**src/sv/abtt_pkg.sv**
```systemverilog
// Shared types and constants for the array binary tree traversal block.
// Used by every module of the block; depends on nothing.
package abtt_pkg;

  localparam int CAPACITY = 32;
  localparam int CNT_W    = $clog2(CAPACITY + 1);
  localparam int ADDR_W   = (CAPACITY > 1) ? $clog2(CAPACITY) : 1;
  localparam int DATA_W   = 32;

  typedef enum logic [1:0] {
    REQ_INSERT = 2'd0,
    REQ_PRE    = 2'd1,
    REQ_IN     = 2'd2,
    REQ_POST   = 2'd3
  } req_t;

  typedef enum logic [1:0] {
    OP_INSERT,
    OP_PRE,
    OP_IN,
    OP_POST
  } op_t;

  typedef enum logic [1:0] {
    PH_DOWN,
    PH_LEFT_DONE,
    PH_RIGHT_DONE
  } phase_t;

  typedef enum logic [1:0] {
    ST_IDLE,
    ST_WALK,
    ST_FLUSH
  } state_t;

  typedef struct packed {
    logic [1:0]               req_type;
    logic signed [DATA_W-1:0] value;
  } in_item_t;

  typedef struct packed {
    logic signed [DATA_W-1:0] node_value;
    logic                     last;
  } out_item_t;

  typedef struct packed {
    op_t                      op;
    logic signed [DATA_W-1:0] value;
  } cmd_t;

endpackage

```
**src/sv/abtt_front.sv**
```systemverilog
// Front end: accepts request transactions, decodes them into commands and
// queues them for the back end. Depends on abtt_pkg.
module abtt_front (
  input  logic              clk,
  input  logic              rst_n,
  input  logic              push,
  output logic              full,
  input  abtt_pkg::in_item_t in_item,
  output logic              cmd_vld,
  input  logic              cmd_pop,
  output abtt_pkg::cmd_t    cmd
);

  abtt_pkg::cmd_t slot_r [2];
  logic           wr_ptr_r;
  logic           rd_ptr_r;
  logic [1:0]     cnt_r;
  abtt_pkg::cmd_t dec;
  logic           do_push;
  logic           do_pop;

  always_comb begin
    dec.value = in_item.value;
    unique case (abtt_pkg::req_t'(in_item.req_type))
      abtt_pkg::REQ_INSERT: dec.op = abtt_pkg::OP_INSERT;
      abtt_pkg::REQ_PRE:    dec.op = abtt_pkg::OP_PRE;
      abtt_pkg::REQ_IN:     dec.op = abtt_pkg::OP_IN;
      abtt_pkg::REQ_POST:   dec.op = abtt_pkg::OP_POST;
      default:              dec.op = abtt_pkg::OP_INSERT;
    endcase
  end

  assign full    = (cnt_r == 2'd2);
  assign cmd_vld = (cnt_r != 2'd0);
  assign cmd     = slot_r[rd_ptr_r];
  assign do_push = push && !full;
  assign do_pop  = cmd_pop && cmd_vld;

  always_ff @(posedge clk) begin
    if (do_push) begin
      slot_r[wr_ptr_r] <= dec;
    end
  end

  always_ff @(posedge clk) begin
    if (!rst_n) begin
      wr_ptr_r <= 1'b0;
      rd_ptr_r <= 1'b0;
      cnt_r    <= 2'd0;
    end else begin
      if (do_push) begin
        wr_ptr_r <= !wr_ptr_r;
      end
      if (do_pop) begin
        rd_ptr_r <= !rd_ptr_r;
      end
      cnt_r <= cnt_r + {1'b0, do_push} - {1'b0, do_pop};
    end
  end

endmodule

```
**src/sv/abtt_res_q.sv**
```systemverilog
// Result queue: two-entry queue that holds walk results for the receiver.
// Depends on abtt_pkg.
module abtt_res_q (
  input  logic                clk,
  input  logic                rst_n,
  input  logic                res_push,
  output logic                res_rdy,
  input  abtt_pkg::out_item_t res_item,
  output logic                empty,
  input  logic                pop,
  output abtt_pkg::out_item_t out_item
);

  abtt_pkg::out_item_t slot_r [2];
  logic                wr_ptr_r;
  logic                rd_ptr_r;
  logic [1:0]          cnt_r;
  logic                do_push;
  logic                do_pop;

  assign res_rdy  = (cnt_r != 2'd2);
  assign empty    = (cnt_r == 2'd0);
  assign out_item = slot_r[rd_ptr_r];
  assign do_push  = res_push && res_rdy;
  assign do_pop   = pop && !empty;

  always_ff @(posedge clk) begin
    if (do_push) begin
      slot_r[wr_ptr_r] <= res_item;
    end
  end

  always_ff @(posedge clk) begin
    if (!rst_n) begin
      wr_ptr_r <= 1'b0;
      rd_ptr_r <= 1'b0;
      cnt_r    <= 2'd0;
    end else begin
      if (do_push) begin
        wr_ptr_r <= !wr_ptr_r;
      end
      if (do_pop) begin
        rd_ptr_r <= !rd_ptr_r;
      end
      cnt_r <= cnt_r + {1'b0, do_push} - {1'b0, do_pop};
    end
  end

endmodule

```
**src/sv/abtt_back.sv**
```systemverilog
// Back end: node store, insert handling and the stackless tree walker.
// Depends on abtt_pkg.
module abtt_back (
  input  logic                clk,
  input  logic                rst_n,
  input  logic                cmd_vld,
  output logic                cmd_pop,
  input  abtt_pkg::cmd_t      cmd,
  output logic                res_push,
  input  logic                res_rdy,
  output abtt_pkg::out_item_t res_item
);

  localparam int CNT_W  = abtt_pkg::CNT_W;
  localparam int ADDR_W = abtt_pkg::ADDR_W;

  logic signed [abtt_pkg::DATA_W-1:0] store [abtt_pkg::CAPACITY];
  logic signed [abtt_pkg::DATA_W-1:0] rd_q_r;

  abtt_pkg::state_t state_r, state_nxt;
  abtt_pkg::phase_t phase_r, phase_nxt;
  abtt_pkg::op_t    op_r, op_nxt;
  logic [CNT_W-1:0] cnt_r, cnt_nxt;
  logic [CNT_W-1:0] cur_r, cur_nxt;
  logic             hold_r, hold_nxt;

  logic             wr_en;
  logic             rd_en;
  logic [ADDR_W-1:0] rd_addr;
  logic [CNT_W-1:0]  cur_m1;
  logic [CNT_W:0]    left_slot;
  logic [CNT_W:0]    right_slot;
  logic [CNT_W:0]    cnt_ext;
  logic              visit;
  logic              stall;

  assign left_slot  = {cur_r, 1'b0};
  assign right_slot = {cur_r, 1'b1};
  assign cnt_ext    = {1'b0, cnt_r};
  assign cur_m1     = cur_r - CNT_W'(1);
  assign rd_addr    = cur_m1[ADDR_W-1:0];

  always_comb begin
    priority case (phase_r)
      abtt_pkg::PH_DOWN:      visit = (op_r == abtt_pkg::OP_PRE);
      abtt_pkg::PH_LEFT_DONE: visit = (op_r == abtt_pkg::OP_IN);
      default:                visit = (op_r == abtt_pkg::OP_POST);
    endcase
  end

  assign stall = visit && hold_r && !res_rdy;

  always_comb begin
    state_nxt = state_r;
    phase_nxt = phase_r;
    op_nxt    = op_r;
    cnt_nxt   = cnt_r;
    cur_nxt   = cur_r;
    hold_nxt  = hold_r;
    cmd_pop   = 1'b0;
    wr_en     = 1'b0;
    rd_en     = 1'b0;
    res_push  = 1'b0;
    res_item.node_value = rd_q_r;
    res_item.last       = 1'b0;
    unique case (state_r)
      abtt_pkg::ST_IDLE: begin
        if (cmd_vld) begin
          cmd_pop = 1'b1;
          if (cmd.op == abtt_pkg::OP_INSERT) begin
            if (cnt_r < CNT_W'(abtt_pkg::CAPACITY)) begin
              wr_en   = 1'b1;
              cnt_nxt = cnt_r + CNT_W'(1);
            end
          end else if (cnt_r != '0) begin
            op_nxt    = cmd.op;
            cur_nxt   = CNT_W'(1);
            phase_nxt = abtt_pkg::PH_DOWN;
            state_nxt = abtt_pkg::ST_WALK;
          end
        end
      end
      abtt_pkg::ST_WALK: begin
        if (!stall) begin
          res_push = visit && hold_r;
          rd_en    = visit;
          if (visit) begin
            hold_nxt = 1'b1;
          end
          priority case (phase_r)
            abtt_pkg::PH_DOWN: begin
              if (left_slot <= cnt_ext) begin
                cur_nxt = left_slot[CNT_W-1:0];
              end else begin
                phase_nxt = abtt_pkg::PH_LEFT_DONE;
              end
            end
            abtt_pkg::PH_LEFT_DONE: begin
              if (right_slot <= cnt_ext) begin
                cur_nxt   = right_slot[CNT_W-1:0];
                phase_nxt = abtt_pkg::PH_DOWN;
              end else begin
                phase_nxt = abtt_pkg::PH_RIGHT_DONE;
              end
            end
            default: begin
              phase_nxt = cur_r[0] ? abtt_pkg::PH_RIGHT_DONE : abtt_pkg::PH_LEFT_DONE;
              cur_nxt   = cur_r >> 1;
            end
          endcase
          if (cur_nxt == '0) begin
            state_nxt = abtt_pkg::ST_FLUSH;
          end
        end
      end
      abtt_pkg::ST_FLUSH: begin
        if (!hold_r) begin
          state_nxt = abtt_pkg::ST_IDLE;
          phase_nxt = abtt_pkg::PH_DOWN;
        end else if (res_rdy) begin
          res_push      = 1'b1;
          res_item.last = 1'b1;
          hold_nxt      = 1'b0;
          state_nxt     = abtt_pkg::ST_IDLE;
          phase_nxt     = abtt_pkg::PH_DOWN;
        end
      end
      default: begin
        state_nxt = abtt_pkg::ST_IDLE;
      end
    endcase
  end

  always_ff @(posedge clk) begin
    if (wr_en) begin
      store[cnt_r[ADDR_W-1:0]] <= cmd.value;
    end
    if (rd_en) begin
      rd_q_r <= store[rd_addr];
    end
  end

  always_ff @(posedge clk) begin
    if (!rst_n) begin
      state_r <= abtt_pkg::ST_IDLE;
      phase_r <= abtt_pkg::PH_DOWN;
      op_r    <= abtt_pkg::OP_INSERT;
      cnt_r   <= '0;
      cur_r   <= '0;
      hold_r  <= 1'b0;
    end else begin
      state_r <= state_nxt;
      phase_r <= phase_nxt;
      op_r    <= op_nxt;
      cnt_r   <= cnt_nxt;
      cur_r   <= cur_nxt;
      hold_r  <= hold_nxt;
    end
  end

endmodule

```
**src/sv/array_binary_tree_traversal_top.sv**
```systemverilog
// Array binary tree traversal block, top level: front end, back end, result queue.
// Depends on abtt_pkg, abtt_front, abtt_back and abtt_res_q.
//
// Request channel: queue style, a transaction is taken when push is high and
// full is low. req_type insert appends value at the next slot (dropped when
// the store already holds CAPACITY nodes); preorder, inorder and postorder
// walk the stored tree. Requests are queued two deep and run in order.
// Result channel: queue style, the oldest result sits on out_item while empty
// is low and leaves when pop is high. A walk of n nodes gives n results, the
// last one flagged; a walk of an empty tree gives none.
// Order of work: an insert is written to the store as the back end takes it; a walk
// starts when the back end picks up the request, passes each node going down, after
// its left and after its right subtree, and ends by flushing the last result; then
// the next request starts. Each result is held by the walker and pushed at its next
// visit. Preorder visits nodes going down; other walks descend first.
// When the receiver stalls, the two-entry result queue fills and the walker
// holds on its next visit; requests keep queuing until full rises.
// Reset (rst_n low, synchronous) empties both queues, clears the node count
// and parks the walker; store contents are not cleared.
module array_binary_tree_traversal_top (
  input  logic                clk,
  input  logic                rst_n,
  input  logic                push,
  output logic                full,
  input  abtt_pkg::in_item_t  in_item,
  output logic                empty,
  input  logic                pop,
  output abtt_pkg::out_item_t out_item
);

  logic                cmd_vld;
  logic                cmd_pop;
  abtt_pkg::cmd_t      cmd;
  logic                res_push;
  logic                res_rdy;
  abtt_pkg::out_item_t res_item;

  abtt_front u_front (
    .clk     (clk),
    .rst_n   (rst_n),
    .push    (push),
    .full    (full),
    .in_item (in_item),
    .cmd_vld (cmd_vld),
    .cmd_pop (cmd_pop),
    .cmd     (cmd)
  );

  abtt_back u_back (
    .clk      (clk),
    .rst_n    (rst_n),
    .cmd_vld  (cmd_vld),
    .cmd_pop  (cmd_pop),
    .cmd      (cmd),
    .res_push (res_push),
    .res_rdy  (res_rdy),
    .res_item (res_item)
  );

  abtt_res_q u_res_q (
    .clk      (clk),
    .rst_n    (rst_n),
    .res_push (res_push),
    .res_rdy  (res_rdy),
    .res_item (res_item),
    .empty    (empty),
    .pop      (pop),
    .out_item (out_item)
  );

endmodule
```
**config.mk**
```make
export PLATFORM = sky130hd
export DESIGN_NAME = array_binary_tree_traversal_top
export DESIGN_NICKNAME = d
export VERILOG_FILES = /design/src/sv/abtt_pkg.sv /design/src/sv/abtt_front.sv /design/src/sv/abtt_res_q.sv /design/src/sv/abtt_back.sv /design/src/sv/array_binary_tree_traversal_top.sv
export SDC_FILE = /design/constraint.sdc
export NUM_CORES = 1
export LEC_CHECK = 0
export BUFFER_PORTS_ARGS = -buffer_cell sky130_fd_sc_hd__buf_2
export CAP_MARGIN = 30
export CORE_MARGIN = 2
export CORE_UTILIZATION = 55
export CTS_BUF_LIST = sky130_fd_sc_hd__clkbuf_8
export DETAILED_ROUTE_END_ITERATION = 10
export PLACE_DENSITY = 0.71
export SYNTH_ARGS = -nofsm -noshare
export SYNTH_HDL_FRONTEND = slang
export SYNTH_SLANG_ARGS = --single-unit
export TNS_END_PERCENT = 30
```
**constraint.sdc**
```tcl
create_clock -name clk -period 5 [get_ports clk]
set_clock_uncertainty 0.05 [all_clocks]
set_input_delay 0.25 -clock clk [delete_from_list [all_inputs] [get_ports clk]]
set_output_delay 0.25 -clock clk [all_outputs]
set_load 0.05 [all_outputs]
```
==> impl_metrics.tcl <==
set metrics [dict create \
    syn2layout_area_growth_pct 13.0 \
    vias 21600 \
    fmax_mhz 274 \
    critPathLaunchType "flop" \
    final_nets 2286 \
    combPwrFrac_pct 27.0 \
    synth-edff-count 1190 \
    path_clk_slew_ns 0.06 \
    grt_setup_unrepaired "no" \
    hold_class "in2reg" \
    grt_pass1_vias 22000 \
    peakVddDrop_v 0.000395 \
    start_util_pct 55.6 \
    cts.sinks 1219 \
    io_pins 73 \
    syn_inst 1967 \
    grt_pass1_wl_um 148000 \
    cts_tree "built" \
    crit_type "reg2reg" \
    cp-end-kind "flop" \
    antenna_found_initial 8 \
    drive_gt1_share_pct 34.2 \
    drtIter0Drc 2422 \
    port_buffers 72 \
    slew_violations 0 \
    yosysSeqAreaShare_pct 78.1 \
    worst_ep_arrival_time_ns 4.04 \
    syn-num-nets 2024 \
    cp.required_ns 5.40 \
    die_x_um 295 \
    async_reset_ff_share_pct 0 \
    internal-power_w 0.0191 \
    hold_violations 0 \
    core_um2 83700 \
    synthFlopType "edfxtp_1" \
    worstPathMaxFanout 26 \
    maxCapViolCount 0 \
    syn_area_per_cell_um2 23.6 \
    clock_latency_ns 0.82 \
    yosys.cell_types.count 54 \
    grt_max_degree 75 \
    via_per_inst 6.15 \
    firstDrtPassIters 5 \
    drc 0 \
    drt-wirelength-per-cell_um 29.0 \
    ys_seq_elements 1219 \
    drt-total-wl_um 102000 \
    slew_headroom_pct 37.8 \
    cts-resized-gates 0 \
    cts_hold_buf 37 \
    finalSetupViolations 0 \
    outcome "finished, final reports clean" \
    tns_ns 0 \
    tightest_slew_ns 0.933 \
    p_sw_w 0.00804 \
    power_frac_seq_pct 45.5 \
    min_period_over_period_pct 72.9 \
    cts_buffers 187 \
    ys_warn_count 0 \
    fin_util_pct 62.8 \
    p_leak_nw 16.4 \
    dp_hpwl_um 59300 \
    power.density_nw_per_um2 517 \
    cts_buffer_depth 3 \
    routabilityCongestion 0.829 \
    syn_area_um2 46500 \
    min_period_ns 3.64 \
    ant_nets 0 \
    clockRootBuffer "clkbuf_8" \
    clkPwrFrac_pct 27.5 \
    switching_share_pct 29.6 \
    die-area_um2 86900 \
    rows 106 \
    htree_levels 4 \
    cts_setup_buffers 0 \
    grt.total_usage_pct 24.2 \
    grt_overflow 0 \
    die_h_um 295 \
]
## logic make-up (layout without fill, tap and decap cells)
group / Yosys count / in the layout / share of synthesized area (%)
flip-flops: 1219 / 1219 / 78.1
multiplexers: 422 / 422 / 18.0
AND/OR/NAND/NOR: 140 / 140 / 1.39
buffers and inverters: 111 / 520 / 1.08
AO/OA/AOI/OAI: 41 / 41 / 0.614
adder cells (fa/ha/maj): 19 / 19 / 0.511
XOR/XNOR: 15 / 15 / 0.299
other: 0 / 3 / 0
## per-layer routing
metal / global-route usage [%] / up-vias / wire, um
li1: - / 8881 / -
met1: 34.0 / 11500 / 40400
met2: 36.5 / 1096 / 48000
met3: 7.83 / 167 / 11100
met4: 7.55 / 6 / 2390
met5: 0 / - / 174
## metrics by stage
| stage | total power, W | cells | instance area [um^2] | worst slack (ns) | hold slack (ns) |
|---|---|---|---|---|---|
| final | 0.0272 | 3513 | 52500 | 1.36 | 0.102 |
| after global placement | 0.0197 | 3131 | 48600 | 1.43 | 0.374 |
| after detailed placement | 0.0199 | 3137 | 48800 | 1.39 | 0.381 |
| after global routing | 0.0282 | 3511 | 52500 | 1.08 | 0.0732 |
| after floorplan | 0.0175 | 1967 | 46500 | 1.45 | 0.299 |
| after CTS | 0.0274 | 3510 | 52500 | 1.37 | 0.0191 |
## synth_stat cells (2+ instances only)
library cell	count	share of area, %
buf_2	19	0.20
o21ai_0	7	0.075
nor3b_1	2	0.032
nor2b_1	8	0.11
a31oi_1	2	0.027
nand3_1	10	0.11
mux2_2	99	2.4
nor3_1	6	0.065
inv_1	21	0.17
xnor2_1	10	0.19
dfxtp_1	29	1.2
nor2_1	63	0.51
mux4_2	316	15
buf_1	7	0.057
mux4_1	4	0.23
or3_1	3	0.040
ha_1	19	0.51
nand2_1	27	0.22
mux2i_1	2	0.043
buf_4	9	0.15
clkbuf_1	50	0.40
edfxtp_1	1190	77
nor4b_1	2	0.038
buf_6	3	0.073
a22oi_1	3	0.048
xor2_1	4	0.075
nand4_1	3	0.040
a21oi_1	12	0.13
a2bb2oi_1	2	0.038
nand2b_1	4	0.054
o221ai_1	2	0.038
and2_1	3	0.040
and3_1	5	0.067
## cell type report
type | instances | area, um^2
Inverter | 21 | 78.8
Timing Repair Buffer | 163 | 1330
Clock inverter | 147 | 791
Clock buffer | 189 | 2600
Tap cell | 1134 | 1420
Multi-Input combinational cell | 637 | 9990
Sequential cell | 1219 | 36300
Fill cell | 5574 | 31100
Antenna cell | 3 | 7.51
## registers in the layout, indices dropped and copies added, names as in the netlist, 6 cells and up, named ones only
| name | flops |
|---|---|
| u_back.store | 1024 |
| u_front.slot_r | 68 |
| u_res_q.slot_r | 66 |
| u_back.rd_q_r | 32 |
| u_back.cnt_r | 6 |
| u_back.cur_r | 6 |
## worst paths after layout
path | startpoint | to | slack [ns] | depth (start not counted)
max | u_back.state_r[1] | u_back.store[25][10] | 1.36 | 9
min | in_item[10] | u_front.slot_r[1][10] | 0.10 | 2
max reg2reg | u_back.state_r[1] | u_back.store[25][10] | 1.36 | 9
min reg2reg | u_back.rd_q_r[19] | u_res_q.slot_r[1][20] | 0.39 | 0
## worst max-delay path, cell delays in order, from the launching register on
cell	delay, ns
dfxtp_1	0.34
inv_1	0.11
ha_1	0.25
nor2b_1	0.29
o21ai_0	0.31
nor2_1	0.52
nand2_1	0.42
buf_4	0.31
nor2_4	0.21
buf_4	0.42
## power by group through the flow
stage               registers, W  logic [W]  clock network, W
floorplan                 0.0124    0.00504                 0
global placement          0.0126    0.00713                 0
detailed placement        0.0126    0.00732                 0
CTS                       0.0124    0.00737           0.00763
global route              0.0124    0.00778           0.00806
finish                    0.0123    0.00734           0.00747
## cells in the final DEF (no fill, tap or decap), types with 15 or more instances in the layout
cell type,instances
clkbuf_8,189
nand2_1,27
mux2_2,99
edfxtp_1,1190
buf_2,72
mux4_2,316
inv_1,92
clkinv_2,15
buf_4,40
nor2_4,32
dlygate4sd3_1,37
dfxtp_1,26
ha_1,18
clkinv_1,41
nor2_1,31
No activity file was read; power rests on OpenSTA's default activity.
